`src/rtl/dssq_pkg.sv`:
```
// package for the dual stepper half-step sequencer
// widths, stream field positions, register indexes, coil table; no dependencies
`default_nettype none

package dssq_pkg;

  localparam int DEFAULT_STEP_COUNT_WIDTH = 20;
  localparam int DEFAULT_DELAY_WIDTH      = 16;

  localparam int DELAY_REG_WIDTH = 16;
  localparam int MAX_STEPS_WIDTH = 20;
  localparam int CFG_DATA_WIDTH  = 20;
  localparam int CFG_INDEX_WIDTH = 2;

  localparam int ANGLE_WIDTH     = 16;
  localparam int PHASE_WIDTH     = 4;
  localparam int COIL_WIDTH      = 4;
  localparam int RAW_STEPS_WIDTH = 20;

  // floor(a*512/45) == (a * RECIP_45) >> RECIP_SHIFT for every 16-bit a
  localparam int                      RECIP_WIDTH   = 25;
  localparam int                      RECIP_SHIFT   = 21;
  localparam logic [RECIP_WIDTH-1:0]  RECIP_45      = 25'd23860930;
  localparam int                      PRODUCT_WIDTH = ANGLE_WIDTH + RECIP_WIDTH;

  localparam logic [DELAY_REG_WIDTH-1:0] DELAY_RESET     = 16'd2;
  localparam logic [MAX_STEPS_WIDTH-1:0] MAX_STEPS_RESET = 20'd4096;

  typedef enum logic [CFG_INDEX_WIDTH-1:0] {
    CFG_PHASE_DELAY     = 2'd0,
    CFG_MAX_STEPS_YAW   = 2'd1,
    CFG_MAX_STEPS_PITCH = 2'd2
  } cfg_reg_e;

  localparam logic OP_TICK     = 1'b0;
  localparam logic OP_MOVE     = 1'b1;
  localparam logic MOTOR_YAW   = 1'b0;
  localparam logic MOTOR_PITCH = 1'b1;
  localparam logic DIR_FWD     = 1'b0;
  localparam logic DIR_BWD     = 1'b1;

  localparam logic [PHASE_WIDTH-1:0] PHASE_FIRST = 4'd0;
  localparam logic [PHASE_WIDTH-1:0] PHASE_OFF   = 4'd8;
  localparam logic [COIL_WIDTH-1:0]  COILS_OFF   = 4'd0;

  // input tdata layout
  localparam int IN_MOTOR_BIT    = 0;
  localparam int IN_DIR_BIT      = 1;
  localparam int IN_ANGLE_LSB    = 2;
  localparam int IN_HOME_BIT     = 18;
  localparam int IN_TDATA_WIDTH  = 24;

  // output tdata layout
  localparam int OUT_YAW_LSB     = 0;
  localparam int OUT_PITCH_LSB   = 4;
  localparam int OUT_BUSY_BIT    = 8;
  localparam int OUT_DONE_BIT    = 9;
  localparam int OUT_REJECT_BIT  = 10;
  localparam int OUT_TDATA_WIDTH = 16;

  function automatic logic [COIL_WIDTH-1:0] coil_pattern(input logic [PHASE_WIDTH-1:0] phase);
    logic [COIL_WIDTH-1:0] pat;
    case (phase)
      4'd0:    pat = 4'd9;
      4'd1:    pat = 4'd1;
      4'd2:    pat = 4'd3;
      4'd3:    pat = 4'd2;
      4'd4:    pat = 4'd6;
      4'd5:    pat = 4'd4;
      4'd6:    pat = 4'd12;
      4'd7:    pat = 4'd8;
      default: pat = COILS_OFF;
    endcase
    return pat;
  endfunction

  function automatic logic [PHASE_WIDTH-1:0] next_phase(input logic [PHASE_WIDTH-1:0] phase,
                                                        input logic                   dir);
    logic [PHASE_WIDTH-1:0] nxt;
    if (dir == DIR_FWD) begin
      nxt = (phase >= PHASE_OFF) ? PHASE_FIRST : phase + 4'd1;
    end else begin
      nxt = (phase == PHASE_FIRST) ? PHASE_OFF : phase - 4'd1;
    end
    return nxt;
  endfunction

endpackage

`default_nettype wire

```
`src/rtl/dual_stepper_half_step_sequencer.sv`:
```
// top level of the dual stepper half-step sequencer (yaw and pitch motors)
// depends on dssq_pkg
`default_nettype none

// Drives two four-wire steppers through eight half-step patterns plus an
// all-off position. Every input beat (a tick or a move command) gives exactly
// one result beat with both coil drives and the busy, done and rejected
// flags. One beat is taken per clock cycle while m_axis_tready does not stall
// the result register; the input register takes the beat and the result
// register takes its result, with all per-beat work (the step-count
// multiply, limit compares and phase update) in the single stage between
// them. A command's step count is floor(angle*512/45), clamped to the counter
// width and to that motor's limit. Steps are spaced at least phase_delay_ticks
// ticks apart. The user must write registers through cfg_we_i / cfg_index_i /
// cfg_wdata_i only while the block is idle; the block does not enforce this.
// Index 0 is the delay, 1 the yaw limit, 2 the pitch limit.
module dual_stepper_half_step_sequencer #(
  parameter int STEP_COUNT_WIDTH = dssq_pkg::DEFAULT_STEP_COUNT_WIDTH,
  parameter int DELAY_WIDTH      = dssq_pkg::DEFAULT_DELAY_WIDTH
) (
  input  logic                                  clk_i,
  input  logic                                  rst_ni,
  input  logic                                  cfg_we_i,
  input  logic [dssq_pkg::CFG_INDEX_WIDTH-1:0]  cfg_index_i,
  input  logic [dssq_pkg::CFG_DATA_WIDTH-1:0]   cfg_wdata_i,
  input  logic                                  s_axis_tvalid,
  output logic                                  s_axis_tready,
  // motor_select, move_direction, angle_units[15:0], start_from_home, zero pad
  input  logic [dssq_pkg::IN_TDATA_WIDTH-1:0]   s_axis_tdata,
  // operation
  input  logic                                  s_axis_tuser,
  output logic                                  m_axis_tvalid,
  input  logic                                  m_axis_tready,
  // yaw_coils[3:0], pitch_coils[3:0], busy_res, move_done, command_rejected, zero pad
  output logic [dssq_pkg::OUT_TDATA_WIDTH-1:0]  m_axis_tdata
);
  import dssq_pkg::*;

  localparam int CntBase     = (RAW_STEPS_WIDTH > MAX_STEPS_WIDTH) ? RAW_STEPS_WIDTH
                                                                   : MAX_STEPS_WIDTH;
  localparam int CntCmpWidth = (STEP_COUNT_WIDTH > CntBase) ? STEP_COUNT_WIDTH : CntBase;
  localparam int DlyCmpWidth = (DELAY_WIDTH > DELAY_REG_WIDTH) ? DELAY_WIDTH : DELAY_REG_WIDTH;

  // configuration registers
  logic [DELAY_REG_WIDTH-1:0] delay_q;
  logic [MAX_STEPS_WIDTH-1:0] max_yaw_q, max_pitch_q;

  always_ff @(posedge clk_i or negedge rst_ni) begin
    if (!rst_ni) begin
      delay_q     <= DELAY_RESET;
      max_yaw_q   <= MAX_STEPS_RESET;
      max_pitch_q <= MAX_STEPS_RESET;
    end else if (cfg_we_i) begin
      case (cfg_index_i)
        CFG_PHASE_DELAY:     delay_q     <= cfg_wdata_i[DELAY_REG_WIDTH-1:0];
        CFG_MAX_STEPS_YAW:   max_yaw_q   <= cfg_wdata_i[MAX_STEPS_WIDTH-1:0];
        CFG_MAX_STEPS_PITCH: max_pitch_q <= cfg_wdata_i[MAX_STEPS_WIDTH-1:0];
        default: ;
      endcase
    end
  end

  // input register
  logic                   in_valid_q, in_valid_d;
  logic                   in_op_q, in_motor_q, in_dir_q, in_home_q;
  logic [ANGLE_WIDTH-1:0] in_angle_q;
  logic                   out_valid_q, out_valid_d;
  logic [OUT_TDATA_WIDTH-1:0] out_data_q, out_data_d;
  logic                   advance, in_load, process;

  assign advance       = !out_valid_q || m_axis_tready;
  assign s_axis_tready = !in_valid_q || advance;
  assign in_load       = s_axis_tvalid && s_axis_tready;
  assign process       = in_valid_q && advance;

  always_comb begin
    if (in_load) begin
      in_valid_d = 1'b1;
    end else if (advance) begin
      in_valid_d = 1'b0;
    end else begin
      in_valid_d = in_valid_q;
    end
  end

  always_ff @(posedge clk_i or negedge rst_ni) begin
    if (!rst_ni) begin
      in_valid_q <= 1'b0;
    end else begin
      in_valid_q <= in_valid_d;
    end
  end

  always_ff @(posedge clk_i) begin
    if (in_load) begin
      in_op_q    <= s_axis_tuser;
      in_motor_q <= s_axis_tdata[IN_MOTOR_BIT];
      in_dir_q   <= s_axis_tdata[IN_DIR_BIT];
      in_angle_q <= s_axis_tdata[IN_ANGLE_LSB +: ANGLE_WIDTH];
      in_home_q  <= s_axis_tdata[IN_HOME_BIT];
    end
  end

  // sequencer state
  logic [PHASE_WIDTH-1:0]      yaw_phase_q, yaw_phase_d, pitch_phase_q, pitch_phase_d;
  logic [DELAY_WIDTH-1:0]      ticks_q, ticks_d;
  logic [STEP_COUNT_WIDTH-1:0] steps_left_q, steps_left_d;
  logic                        moving_q, moving_d;
  logic                        act_motor_q, act_motor_d, act_dir_q, act_dir_d;
  logic [COIL_WIDTH-1:0]       yaw_coil_q, yaw_coil_d, pitch_coil_q, pitch_coil_d;

  // step count of a command
  logic [PRODUCT_WIDTH-1:0]    product;
  logic [RAW_STEPS_WIDTH-1:0]  raw_steps;
  logic [CntCmpWidth-1:0]      raw_ext, smax_ext, lim_ext, sat_ext, cnt_ext;
  logic [STEP_COUNT_WIDTH-1:0] cmd_steps, steps_dec;

  // tick pacing
  logic [DELAY_WIDTH-1:0]      ticks_max, ticks_inc;
  logic [DlyCmpWidth-1:0]      delay_ext, tmax_ext, delay_eff;
  logic                        step_due;
  logic                        done, rejected;

  always_comb begin
    product   = PRODUCT_WIDTH'(in_angle_q) * PRODUCT_WIDTH'(RECIP_45);
    raw_steps = product[RECIP_SHIFT +: RAW_STEPS_WIDTH];
    raw_ext   = CntCmpWidth'(raw_steps);
    smax_ext  = CntCmpWidth'({STEP_COUNT_WIDTH{1'b1}});
    lim_ext   = CntCmpWidth'((in_motor_q == MOTOR_PITCH) ? max_pitch_q : max_yaw_q);
    sat_ext   = (raw_ext > smax_ext) ? smax_ext : raw_ext;
    cnt_ext   = (sat_ext > lim_ext) ? lim_ext : sat_ext;
    cmd_steps = cnt_ext[STEP_COUNT_WIDTH-1:0];
    steps_dec = steps_left_q - STEP_COUNT_WIDTH'(1);

    ticks_max = {DELAY_WIDTH{1'b1}};
    ticks_inc = (ticks_q == ticks_max) ? ticks_q : ticks_q + DELAY_WIDTH'(1);
    delay_ext = DlyCmpWidth'(delay_q);
    tmax_ext  = DlyCmpWidth'(ticks_max);
    delay_eff = (delay_ext > tmax_ext) ? tmax_ext : delay_ext;
    step_due  = moving_q && (DlyCmpWidth'(ticks_inc) >= delay_eff);
  end

  always_comb begin
    yaw_phase_d   = yaw_phase_q;
    pitch_phase_d = pitch_phase_q;
    ticks_d       = ticks_q;
    steps_left_d  = steps_left_q;
    moving_d      = moving_q;
    act_motor_d   = act_motor_q;
    act_dir_d     = act_dir_q;
    yaw_coil_d    = yaw_coil_q;
    pitch_coil_d  = pitch_coil_q;
    done          = 1'b0;
    rejected      = 1'b0;

    if (in_op_q == OP_TICK) begin
      ticks_d = ticks_inc;
      if (step_due) begin
        if (act_motor_q == MOTOR_YAW) begin
          yaw_coil_d  = coil_pattern(yaw_phase_q);
          yaw_phase_d = next_phase(yaw_phase_q, act_dir_q);
        end else begin
          pitch_coil_d  = coil_pattern(pitch_phase_q);
          pitch_phase_d = next_phase(pitch_phase_q, act_dir_q);
        end
        ticks_d      = '0;
        steps_left_d = steps_dec;
        // last step: pattern is dropped at once for coils off
        if (steps_dec == '0) begin
          if (act_motor_q == MOTOR_YAW) begin
            yaw_coil_d = COILS_OFF;
          end else begin
            pitch_coil_d  = COILS_OFF;
            pitch_phase_d = PHASE_FIRST;
          end
          moving_d = 1'b0;
          done     = 1'b1;
        end
      end
    end else if (moving_q) begin
      rejected = 1'b1;
    end else begin
      if (in_home_q) begin
        if (in_motor_q == MOTOR_YAW) begin
          yaw_phase_d = (in_dir_q == DIR_FWD) ? PHASE_FIRST : PHASE_OFF;
          yaw_coil_d  = COILS_OFF;
        end else begin
          pitch_phase_d = (in_dir_q == DIR_FWD) ? PHASE_FIRST : PHASE_OFF;
          pitch_coil_d  = COILS_OFF;
        end
      end
      act_motor_d = in_motor_q;
      act_dir_d   = in_dir_q;
      if (cmd_steps == '0) begin
        if (in_motor_q == MOTOR_YAW) begin
          yaw_coil_d = COILS_OFF;
        end else begin
          pitch_coil_d  = COILS_OFF;
          pitch_phase_d = PHASE_FIRST;
        end
        moving_d     = 1'b0;
        steps_left_d = '0;
        done         = 1'b1;
      end else begin
        steps_left_d = cmd_steps;
        moving_d     = 1'b1;
      end
    end

    out_data_d                               = '0;
    out_data_d[OUT_YAW_LSB +: COIL_WIDTH]    = yaw_coil_d;
    out_data_d[OUT_PITCH_LSB +: COIL_WIDTH]  = pitch_coil_d;
    out_data_d[OUT_BUSY_BIT]                 = moving_d;
    out_data_d[OUT_DONE_BIT]                 = done;
    out_data_d[OUT_REJECT_BIT]               = rejected;
  end

  always_ff @(posedge clk_i or negedge rst_ni) begin
    if (!rst_ni) begin
      yaw_phase_q   <= PHASE_FIRST;
      pitch_phase_q <= PHASE_FIRST;
      ticks_q       <= '0;
      steps_left_q  <= '0;
      moving_q      <= 1'b0;
      act_motor_q   <= MOTOR_YAW;
      act_dir_q     <= DIR_FWD;
      yaw_coil_q    <= COILS_OFF;
      pitch_coil_q  <= COILS_OFF;
    end else if (process) begin
      yaw_phase_q   <= yaw_phase_d;
      pitch_phase_q <= pitch_phase_d;
      ticks_q       <= ticks_d;
      steps_left_q  <= steps_left_d;
      moving_q      <= moving_d;
      act_motor_q   <= act_motor_d;
      act_dir_q     <= act_dir_d;
      yaw_coil_q    <= yaw_coil_d;
      pitch_coil_q  <= pitch_coil_d;
    end
  end

  // result register
  always_comb begin
    if (process) begin
      out_valid_d = 1'b1;
    end else if (m_axis_tready) begin
      out_valid_d = 1'b0;
    end else begin
      out_valid_d = out_valid_q;
    end
  end

  always_ff @(posedge clk_i or negedge rst_ni) begin
    if (!rst_ni) begin
      out_valid_q <= 1'b0;
    end else begin
      out_valid_q <= out_valid_d;
    end
  end

  always_ff @(posedge clk_i) begin
    if (process) begin
      out_data_q <= out_data_d;
    end
  end

  assign m_axis_tvalid = out_valid_q;
  assign m_axis_tdata  = out_data_q;

endmodule

`default_nettype wire

```
`config.mk`:
```
export PLATFORM = sky130hd
export DESIGN_NAME = dual_stepper_half_step_sequencer
export DESIGN_NICKNAME = d
export VERILOG_FILES = /design/src/rtl/dssq_pkg.sv /design/src/rtl/dual_stepper_half_step_sequencer.sv
export SDC_FILE = /design/constraint.sdc
export NUM_CORES = 1
export LEC_CHECK = 0
export CAP_MARGIN = 30
export CORE_AREA = 2 2 200 202
export DETAILED_ROUTE_END_ITERATION = 7
export DIE_AREA = 0 0 202 204
export DONT_BUFFER_PORTS = 1
export SLEW_MARGIN = 20
export SYNTH_ARGS = -nofsm -noshare
export SYNTH_HDL_FRONTEND = slang
export SYNTH_SLANG_ARGS = --single-unit
```
`constraint.sdc`:
```
create_clock -name clk_i -period 7.3 [get_ports clk_i]
set_input_delay 1.46 -clock clk_i [delete_from_list [all_inputs] [get_ports clk_i]]
set_output_delay 1.46 -clock clk_i [all_outputs]
set_load 0.03 [all_outputs]
```
==> results of run 1 <==
-- area by class of cell --
cell class | instances | share of cell area
timing repair buffer | 292 | 0.128
clock buffer | 24 | 0.0276
sequential | 144 | 0.210
clock inverter | 7 | 0.00560
tap | 525 | 0.0367
multi-input combinational | 1063 | 0.547
inverter | 210 | 0.0441
-- synth_stat cells, types with 3 or more instances --
master	instances
sky130_fd_sc_hd__o22ai_1	9
sky130_fd_sc_hd__inv_1	210
sky130_fd_sc_hd__o21a_1	9
sky130_fd_sc_hd__o211ai_1	11
sky130_fd_sc_hd__nand3b_1	6
sky130_fd_sc_hd__a21o_1	19
sky130_fd_sc_hd__nor2_1	87
sky130_fd_sc_hd__o31ai_1	9
sky130_fd_sc_hd__o21bai_1	4
sky130_fd_sc_hd__a221o_1	3
sky130_fd_sc_hd__buf_2	7
sky130_fd_sc_hd__xnor2_1	18
sky130_fd_sc_hd__a311oi_1	4
sky130_fd_sc_hd__or2_2	4
sky130_fd_sc_hd__dfrtp_1	110
sky130_fd_sc_hd__xor2_1	17
sky130_fd_sc_hd__and2_1	10
sky130_fd_sc_hd__edfxtp_1	31
sky130_fd_sc_hd__o32ai_1	3
sky130_fd_sc_hd__a211oi_1	10
sky130_fd_sc_hd__mux2_2	49
sky130_fd_sc_hd__dfstp_2	3
sky130_fd_sc_hd__nor2b_1	5
sky130_fd_sc_hd__buf_4	5
sky130_fd_sc_hd__nand2b_1	11
sky130_fd_sc_hd__o21ai_1	6
sky130_fd_sc_hd__mux2i_1	28
sky130_fd_sc_hd__nor3_1	18
sky130_fd_sc_hd__o21ai_0	95
sky130_fd_sc_hd__nor4_1	7
sky130_fd_sc_hd__nor3b_1	4
sky130_fd_sc_hd__nand4_1	23
sky130_fd_sc_hd__and3_1	6
sky130_fd_sc_hd__a221oi_1	4
sky130_fd_sc_hd__a31oi_1	5
sky130_fd_sc_hd__nand2_1	136
sky130_fd_sc_hd__fa_1	87
sky130_fd_sc_hd__and4_1	4
sky130_fd_sc_hd__clkbuf_1	40
sky130_fd_sc_hd__ha_1	170
sky130_fd_sc_hd__a21oi_1	85
sky130_fd_sc_hd__o221a_2	3
sky130_fd_sc_hd__o41ai_1	3
sky130_fd_sc_hd__nand3_1	44
sky130_fd_sc_hd__nor3b_2	3
-- cell usage in the layout, fill, tap and decap left out, types with 18 or more instances in the layout --
master	count
sky130_fd_sc_hd__a21o_1	19
sky130_fd_sc_hd__nand3_1	41
sky130_fd_sc_hd__inv_1	197
sky130_fd_sc_hd__nand2_1	123
sky130_fd_sc_hd__nand4_1	23
sky130_fd_sc_hd__buf_6	22
sky130_fd_sc_hd__ha_1	135
sky130_fd_sc_hd__mux2_2	49
sky130_fd_sc_hd__clkbuf_16	18
sky130_fd_sc_hd__ha_4	26
sky130_fd_sc_hd__mux2i_1	28
sky130_fd_sc_hd__dfrtp_1	110
sky130_fd_sc_hd__nor2_1	77
sky130_fd_sc_hd__a21oi_1	64
sky130_fd_sc_hd__buf_4	266
sky130_fd_sc_hd__edfxtp_1	31
sky130_fd_sc_hd__fa_1	82
sky130_fd_sc_hd__o21ai_0	77
-- state kept, by name (all words and copies together) (netlist names), named ones only --
| name | cells |
|---|---|
| in_home_q | 1 |
| act_motor_q | 1 |
| in_motor_q | 1 |
| in_valid_q | 1 |
| pitch_coil_q | 4 |
| in_angle_q | 16 |
| in_dir_q | 1 |
| m_axis_tvalid | 1 |
| max_pitch_q | 20 |
| yaw_coil_q | 4 |
| pitch_phase_q | 1 |
| delay_ext | 16 |
| steps_left_q | 20 |
| ticks_q | 16 |
| m_axis_tdata | 11 |
| moving_q | 1 |
| act_dir_q | 1 |
| in_op_q | 1 |
| max_yaw_q | 20 |
| yaw_phase_q | 4 |
-- layer usage --
metal	vias to the layer above	global-route usage
met2	261	0.311
li1	5566	-
met4	0	0.0515
met1	5661	0.257
met3	50	0.0343
met5	-	0
-- logic make-up after synthesis --
group	after synthesis	share of synthesized area
buffers and inverters	264	0.0756
XOR/XNOR	36	0.0238
AND/OR/NAND/NOR	381	0.134
multiplexers	77	0.0613
other	1	0.000276
flip-flops	144	0.277
AO/OA/AOI/OAI	306	0.142
adder cells (fa/ha/maj)	257	0.285
-- per-stage QoR --
step | TNS, ns | cell area (sq um)
floorplan | -4.13 | 13700
global placement | -19.53 | 15900
detailed placement | -26.21 | 16000
CTS | -12.93 | 17200
global route | -28.16 | 17900
finish | -16.62 | 17900
-- path summary, 6_finish.rpt --
path / startpoint / endpoint / slack (ns) / depth (start not counted)
max reg2reg: in_angle_q[13] / m_axis_tdata[2] / -0.76 / 33
min: ticks_q[8] / ticks_q[8] / 0.49 / 1
max: in_angle_q[13] / m_axis_tdata[2] / -0.76 / 33
min reg2reg: ticks_q[8] / ticks_q[8] / 0.49 / 1
max in group asynchronous: rst_ni / max_yaw_q[12] / 6.31 / 0
min in group asynchronous: rst_ni / pitch_coil_q[0] / 0.70 / 0
-- timing repair --
action	CTS	global route
gates resized for setup	80	117
buffers inserted	33	21
setup endpoints to repair	43	43
cloned	1	0
pin swaps	48	69
==> impl_metrics.py, run 1 <==
metrics = {
    "synth": {
        "number_of_enable_type_register_cells_in_the_synthesized_netlist": 31,
        "post_synth_inst_count": 1466,
        "ys_seq_area_frac": 0.277,
        "ys_seq_elements": 144,
        "synth_cell_types": 79,
        "synthesis.yosys.warnings": 0,
        "ys_async_sr_fraction": 0.785,
        "yosys.area.top_type_share": 0.203,
        "synth_area_leaders": "sky130_fd_sc_hd__dfrtp_1 (20%), sky130_fd_sc_hd__ha_1 (16%), sky130_fd_sc_hd__fa_1 (13%)",
        "syn_avg_cell_area_sq_um": 9.26,
        "synthesis.area_sq_mm": 0.0136,
        "ys.flop_type": "sky130_fd_sc_hd__dfrtp_1",
        "synth_largest_area_cell": "sky130_fd_sc_hd__dfrtp_1",
    },
    "die": {
        "core_region_area_sq_mm": 0.0392,
        "die_h_um": 204,
        "die_area_sq_mm": 0.0412,
        "die-width_um": 202,
        "top_level_ports": 70,
        "std_cell_rows": 73,
        "initial_core_util": 0.346,
    },
    "setup_path": {
        "timing.setup.critical_path_class": "flip-flop to flip-flop",
        "endpoint_kind": "flip-flop",
        "slowest_stage": "sky130_fd_sc_hd__fa_1",
        "arrival_ns": 8.22,
        "crit_family": "adder cells",
        "cp-start-kind": "flip-flop",
        "cp_num_buf_inv": 7,
        "longest_individual_stage_delay_on_the_worst_path_ns": 0.56,
        "critical_path_required_ns": 7.46,
        "critical_path.max_fanout": 6,
    },
    "cells_and_area": {
        "layout.core_utilization": 0.456,
        "num-nets-final": 2037,
        "filler_cell_count": 3676,
        "multiInputGateArea_sq_mm": 0.00978,
        "final_cells": 2265,
        "share_of_final_layout_standard_cells_stronger_than_drive_strength_1": 0.312,
        "area_growth_syn_to_layout_pct": 31.7,
        "antenna_cells_inserted": 0,
        "register_area_sq_mm": 0.00376,
    },
    "global_route": {
        "global_route_wire_length_before_repair_mm": 61.7,
        "grt_antenna_before_repair": 0,
        "maximum_number_of_pins_on_one_net_before_global_route_repair": 114,
        "globalRouteOverflowTotal": 0,
        "grt_pass1_vias": 11825,
        "groute.usage.overall": 0.189,
    },
    "sta": {
        "final_critical_path_setup_slack_ns": -0.762,
        "timing.fmax_mhz": 124,
        "worst_clock_skew_ns": 0.0179,
        "whs_ns": 0.494,
        "slew_headroom": 0.453,
        "final_count_of_negative_setup_slack_endpoints": 37,
        "timing_max_transition_violations_final": 0,
        "worst-slew-pin-transition_ns": 0.797,
        "timing.final.crit_period_ns": 8.06,
        "final_hold_violation_count": 0,
        "period_utilisation_layout": 1.10,
        "rsz0062_at_grt": "yes",
    },
    "clocking": {
        "holdBufCountCts": 0,
        "cts_tree": "done",
        "htree_num_levels": 4,
        "cts_max_path_buffers": 2,
        "cts.root.buffer_cell": "sky130_fd_sc_hd__clkbuf_16",
        "clk-insertion-delay-late_ns": 0.45,
        "clkSinkCount": 144,
        "cts.reportedPaths.clkPinSlew_ns": 0.06,
        "numCtsBuffers": 17,
    },
    "route": {
        "wl_met3_mm": 1.78,
        "drtIter0Drc": 727,
        "met2_wirelength_mm": 17.3,
        "detailroute.via_count": 11538,
        "detail_route.drc_violations": 0,
        "routed_wirelength_mm": 37.6,
        "viasPerCell": 5.09,
        "routedLengthMet1_mm": 17.8,
        "detail-route-antenna-nets": 0,
        "detail_route.wl_per_cell_um": 16.6,
        "firstDrtPassIters": 5,
        "maxUsedRoutingLayer": "met4",
    },
    "placed_design": {
        "gp_congestion": 0.937,
        "numPortBuffers": 0,
        "place.detailed.instances": 2183,
        "dp_slack_ns": -1.06,
        "dp_hpwl_mm": 29.2,
    },
    "status": {
        "violations_in_the_final_reports": "negative setup slack",
        "run_status": "finished with violations",
    },
    "hold_path": {
        "worst_hold_path_type": "flip-flop to flip-flop",
    },
    "job": {
        "maxCapViolations": 0,
    },
}
Power of run 1 is left out: the tool's default activity adds up to more than one toggle a clock period on the data nets, which glitch-free logic cannot reach.
==> inputs of run 2 (changes only) <==
- CORE_AREA: 2 2 200 202 -> 2 2 170 172
- CTS_CLUSTER_DIAMETER: default -> 60
- DIE_AREA: 0 0 202 204 -> 0 0 172 174
- PLACE_DENSITY: default -> 0.66
==> run 2 against run 1 <==
Compared with the run above:
- count of clock-buffer cells in the layout did not move
- wire length decreased by 2.9%
- global-route usage rose by 6.2 points
- setup slack improved by 0.054 ns
- non-clock buffer count decreased by 48
- highest routed layer unchanged
- the run still ends with negative setup slack left
- critical path type unchanged
- critical endpoint is now m_axis_tdata[0]
==> impl_metrics.py, run 2 (synthesis results as in run 1) <==
metrics = {
    "clocking": {
        "clkSinkCount": 144,
        "clk-insertion-delay-late_ns": 0.44,
        "cts.reportedPaths.clkPinSlew_ns": 0.06,
        "cts_tree": "done",
        "numCtsBuffers": 17,
        "cts.root.buffer_cell": "sky130_fd_sc_hd__clkbuf_16",
        "cts_max_path_buffers": 2,
        "htree_num_levels": 4,
        "holdBufCountCts": 0,
    },
    "cells_and_area": {
        "area_growth_syn_to_layout_pct": 27.0,
        "registers_with_the_highest_flip_flop_counts": "max_pitch_q (20), max_yaw_q (20), steps_left_q (20)",
        "share_of_final_layout_standard_cells_stronger_than_drive_strength_1": 0.281,
        "layout.cells.most_common_list": "sky130_fd_sc_hd__buf_4 (221), sky130_fd_sc_hd__inv_1 (201), sky130_fd_sc_hd__ha_1 (146)",
        "antenna_cells_inserted": 0,
        "filler_cell_count": 2343,
        "final_area_sq_mm": 0.0172,
        "register_area_sq_mm": 0.00376,
        "leading_cell_type_in_the_layout_fill_and_taps_excluded": "sky130_fd_sc_hd__buf_4",
        "num-nets-final": 1989,
        "multiInputGateArea_sq_mm": 0.00965,
    },
    "die": {
        "core_region_area_sq_mm": 0.0282,
        "std_cell_rows": 62,
        "die_area_sq_mm": 0.0299,
        "die_h_um": 174,
        "top_level_ports": 70,
        "die-width_um": 172,
        "initial_core_util": 0.481,
    },
    "setup_path": {
        "rrSetupSlack_ns": -0.71,
        "arrival_ns": 8.25,
        "longest_individual_stage_delay_on_the_worst_path_ns": 0.60,
        "critical_path.max_fanout": 7,
        "critical_path_required_ns": 7.55,
        "slowest_stage": "sky130_fd_sc_hd__fa_2",
        "timing.setup.critical_path_class": "flip-flop to flip-flop",
        "cp-start-kind": "flip-flop",
        "endpoint_kind": "flip-flop",
    },
    "global_route": {
        "maximum_number_of_pins_on_one_net_before_global_route_repair": 114,
        "grt_pass1_vias": 11504,
        "grt_antenna_before_repair": 0,
        "groute.usage.overall": 0.251,
        "global_route_wire_length_before_repair_mm": 58.7,
        "globalRouteOverflowTotal": 0,
    },
    "route": {
        "detail-route-antenna-nets": 0,
        "drtIter0Drc": 663,
        "viasPerCell": 5.46,
        "routed_wirelength_mm": 36.5,
        "detail_route.wl_per_cell_um": 17.6,
        "firstDrtPassIters": 5,
        "detail_route.drc_violations": 0,
        "detailroute.via_count": 11342,
    },
    "placed_design": {
        "placed_area_sq_mm": 0.0155,
        "numPortBuffers": 0,
        "gp_congestion": 0.921,
        "dp_hpwl_mm": 27.8,
    },
    "sta": {
        "worst-slew-pin-transition_ns": 0.875,
        "period_utilisation_layout": 1.10,
        "final_critical_path_setup_slack_ns": -0.708,
        "timing_max_transition_violations_final": 0,
        "final_hold_violation_count": 0,
        "rsz0062_at_grt": "yes",
        "timing.fmax_mhz": 125,
        "final_count_of_negative_setup_slack_endpoints": 41,
        "slew_headroom": 0.400,
        "whs_ns": 0.486,
        "timing.final.crit_period_ns": 8.01,
        "worst_clock_skew_ns": 0.0103,
    },
    "status": {
        "violations_in_the_final_reports": "negative setup slack",
        "run_status": "finished with violations",
    },
    "job": {
        "maxCapViolations": 0,
    },
    "hold_path": {
        "worst_hold_path_type": "flip-flop to flip-flop",
    },
}
==> run 2: area by class of cell <==
class | instances | share of cell area
multi-input combinational | 1063 | 0.560
tap | 384 | 0.0279
timing repair buffer | 244 | 0.112
inverter | 210 | 0.0457
clock inverter | 8 | 0.00748
clock buffer | 24 | 0.0291
sequential | 144 | 0.218
==> run 2: path summary, 6_finish.rpt <==
path / from / endpoint / cells past startpoint
max: in_angle_q[14] / m_axis_tdata[0] / 31
min: in_valid_q / m_axis_tvalid / 1
max reg2reg: in_angle_q[14] / m_axis_tdata[0] / 31
min reg2reg: in_valid_q / m_axis_tvalid / 1
max in group asynchronous: rst_ni / max_yaw_q[12] / 0
min in group asynchronous: rst_ni / steps_left_q[4] / 0
==> run 2: timing repair <==
action	in CTS	in global routing
cloned	0	1
setup endpoints to repair	43	43
gates resized for setup	67	101
pin swaps	42	59
hold endpoints to repair	0	0
buffers inserted	31	16
==> run 2: stage by stage <==
stage	std cells	TNS [ns]	util	worst slack [ns]
floorplan	1470	-4.13	-	-0.324
global placement	2006	-15.91	0.550	-0.775
finish	2077	-15.71	0.610	-0.708
global route	2077	-25.85	0.610	-0.963
CTS	2064	-13.71	0.590	-0.664
detailed placement	2009	-22.07	0.551	-0.968
==> run 2: per-layer routing <==
layer,up-vias,GRT usage,wire length (um)
li1,5482,-,-
met1,5510,0.327,15900
met2,290,0.430,18100
met3,60,0.0421,1770
met4,0,0.0693,813
met5,-,0,0
==> run 2: critical path, delay by kind of cell, from the launching register on <==
family          cells  cell delay (ns)
fa+ha+maj           8             3.41
xor+xnor            1             0.25
compound gates      9             2.06
buf+inv             5             0.62
simple gates        8             0.99
flops               1             0.47
Power of run 2 is left out for the same reason.
==> inputs of run 3 (changes only) <==
- ABC_AREA: default -> 1
- CORE_AREA: 2 2 170 172 -> 2 2 176 178
- DIE_AREA: 0 0 172 174 -> 0 0 178 180
- SLEW_MARGIN: 20 -> 40
==> run 3 against run 2 <==
Compared with the run above:
- the run still ends with negative setup slack left
- clock skew grew 0.0054 ns
- global-route usage is 0.21 points higher
- sequential cell count unchanged
- hold slack better by 0.0016 ns
- via count grew 15%
- synthesized cell count grew 33%
- largest cell class unchanged
==> impl_metrics.py, run 3 <==
metrics = {
    "route": {
        "routed_wirelength_mm": 40.0,
        "firstDrtPassIters": 5,
        "detailroute.via_count": 13038,
        "detail_route.wl_per_cell_um": 15.9,
        "detail-route-antenna-nets": 0,
        "drtIter0Drc": 1065,
        "viasPerCell": 5.18,
        "detail_route.drc_violations": 0,
    },
    "synth": {
        "ys_async_sr_fraction": 0.785,
        "post_synth_mux_area_share": 0.0130,
        "synth_compound_gate_area_share": 0.0838,
        "post_synth_xor_area_fraction": 0.0150,
        "ys_seq_area_frac": 0.258,
        "synth_area_leaders": "sky130_fd_sc_hd__dfrtp_1 (19%), sky130_fd_sc_hd__ha_1 (15%), sky130_fd_sc_hd__nand2_1 (13%)",
        "ys_seq_elements": 144,
        "yosys.area.top_type_share": 0.188,
        "post_synth_inst_count": 1946,
        "synth_largest_area_cell": "sky130_fd_sc_hd__dfrtp_1",
        "synth_top_cells_by_count": "sky130_fd_sc_hd__nand2_1 (497), sky130_fd_sc_hd__inv_1 (397), sky130_fd_sc_hd__ha_1 (170)",
        "number_of_enable_type_register_cells_in_the_synthesized_netlist": 31,
        "ys.flop_type": "sky130_fd_sc_hd__dfrtp_1",
        "synth_cell_types": 55,
        "syn_avg_cell_area_sq_um": 7.51,
        "synthesis.yosys.warnings": 0,
        "yosys.area_share.simple": 0.245,
        "synthAdderAreaFrac": 0.265,
        "combinational_family_with_the_most_area_after_synthesis": "adder cells",
        "synthesis.area_sq_mm": 0.0146,
        "yosysMostFrequentCell": "sky130_fd_sc_hd__nand2_1",
    },
    "setup_path": {
        "critical_path.reg2reg.startpoint": "in_angle_q[13]",
        "critical_path_required_ns": 7.52,
        "cp-start-kind": "flip-flop",
        "arrival_ns": 7.53,
        "timing.critical_path.mode_cell": "sky130_fd_sc_hd__nand2_2",
        "slowest_stage": "sky130_fd_sc_hd__fa_1",
        "rrSetupSlack_ns": -0.009,
        "crit-reg2reg-capture": "m_axis_tdata[0]",
        "longest_individual_stage_delay_on_the_worst_path_ns": 0.55,
        "endpoint_kind": "flip-flop",
        "timing.setup.critical_path_class": "flip-flop to flip-flop",
        "reg2reg_depth": 42,
        "critical_path.max_fanout": 5,
    },
    "cells_and_area": {
        "layout.cells.most_common_list": "sky130_fd_sc_hd__nand2_1 (439), sky130_fd_sc_hd__inv_1 (385), sky130_fd_sc_hd__buf_4 (168)",
        "layout.core_utilization": 0.586,
        "final_area_sq_mm": 0.0177,
        "register_area_sq_mm": 0.00376,
        "filler_cell_count": 2747,
        "leading_cell_type_in_the_layout_fill_and_taps_excluded": "sky130_fd_sc_hd__nand2_1",
        "multiInputGateArea_sq_mm": 0.00997,
        "antenna_cells_inserted": 0,
        "share_of_final_layout_standard_cells_stronger_than_drive_strength_1": 0.203,
        "area_growth_syn_to_layout_pct": 21.1,
        "num-nets-final": 2415,
        "registers_with_the_highest_flip_flop_counts": "max_pitch_q (20), max_yaw_q (20), steps_left_q (20)",
    },
    "sta": {
        "final_count_of_negative_setup_slack_endpoints": 2,
        "period_utilisation_layout": 1.00,
        "whs_ns": 0.488,
        "worst-slew-pin-transition_ns": 0.812,
        "final_critical_path_setup_slack_ns": -0.00877,
        "worst_clock_skew_ns": 0.0158,
        "rsz0062_at_grt": "yes",
        "timing_max_transition_violations_final": 0,
        "timing.fmax_mhz": 137,
        "slew_headroom": 0.443,
        "timing.final.crit_period_ns": 7.31,
        "final_hold_violation_count": 0,
    },
    "clocking": {
        "clk-insertion-delay-late_ns": 0.47,
        "htree_num_levels": 4,
        "cts_tree": "done",
        "numCtsBuffers": 17,
        "cts_max_path_buffers": 2,
        "cts.reportedPaths.clkPinSlew_ns": 0.07,
        "clkSinkCount": 144,
        "cts.root.buffer_cell": "sky130_fd_sc_hd__clkbuf_16",
    },
    "global_route": {
        "groute.usage.overall": 0.253,
        "grt_antenna_before_repair": 0,
        "grt_pass1_vias": 12677,
        "maximum_number_of_pins_on_one_net_before_global_route_repair": 114,
        "globalRouteOverflowTotal": 0,
        "global_route_wire_length_before_repair_mm": 63.7,
    },
    "hold_path": {
        "min_delay_worst_endpoint": "max_pitch_q[8]",
        "hold_path.startpoint": "max_pitch_q[8]",
        "hold-path-cell-count": 2,
        "worst_hold_path_type": "flip-flop to flip-flop",
    },
    "die": {
        "top_level_ports": 70,
        "core_region_area_sq_mm": 0.0302,
        "die-width_um": 178,
        "die_h_um": 180,
        "initial_core_util": 0.484,
        "die_area_sq_mm": 0.0320,
        "std_cell_rows": 64,
    },
    "status": {
        "run_status": "finished with violations",
        "violations_in_the_final_reports": "negative setup slack",
    },
    "placed_design": {
        "numPortBuffers": 0,
        "dp_hpwl_mm": 31.2,
        "gp_congestion": 0.929,
        "placed_area_sq_mm": 0.0160,
    },
    "job": {
        "maxCapViolations": 0,
    },
}
[run 3: routing by layer]
layer	GRT usage	share of wire	vias up
met5	0	0	-
met4	0.0793	0.027	0
met3	0.0349	0.039	58
met2	0.429	0.49	313
met1	0.333	0.44	6213
li1	-	-	6454
[run 3: critical path, delay by kind of cell, from the launching register on]
family          cells  cell delay (ns)
buf+inv             8             0.66
compound gates      1             0.17
simple gates       25             2.35
flops               1             0.50
fa+ha+maj           8             3.38
[run 3: kinds of logic after synthesis]
family | Yosys count
fa+ha+maj | 257
compound gates | 221
buf+inv | 451
other cells | 1
flops | 144
simple gates | 828
mux | 19
xor+xnor | 25
[run 3: worst max path at each step]
stage / from / to / slack, ns / cells after the start
after global placement: in_angle_q[10] / m_axis_tdata[3] / -0.24 / 39
after detailed placement: in_angle_q[13] / pitch_coil_q[1] / -0.31 / 43
final: in_angle_q[13] / m_axis_tdata[0] / -0.009 / 42
after global routing: in_angle_q[13] / yaw_coil_q[0] / -0.29 / 44
after CTS: in_angle_q[14] / pitch_coil_q[1] / 0.0009 / 42
after floorplan: in_angle_q[10] / m_axis_tdata[3] / 0.38 / 39
[run 3: area by class of cell]
class                      instances  share of cell area
timing repair buffer             174              0.0751
timing repair inverter             1            0.000495
sequential                       144               0.213
clock inverter                    15             0.00814
tap                              396              0.0280
clock buffer                      17              0.0241
inverter                         410              0.0877
multi-input combinational       1358               0.564
[run 3: metrics by stage]
step / setup TNS [ns] / worst slack, ns / cells
global placement: -4.15 / -0.235 / 2453
CTS: 0 / 0.000935 / 2500
floorplan: 0 / 0.377 / 1950
finish: -0.0134 / -0.00877 / 2515
detailed placement: -5.98 / -0.313 / 2453
global route: -5.29 / -0.294 / 2515
[run 3: what timing repair did]
action | in CTS | in global routing
gates cloned | 2 | 2
buffers inserted | 13 | 13
hold buffers | 0 | 0
endpoints found under the hold margin | 0 | 0
gates resized for setup | 65 | 127
endpoints found under the setup margin | 23 | 27
pin swaps | 41 | 92
Power of run 3 is left out for the same reason.
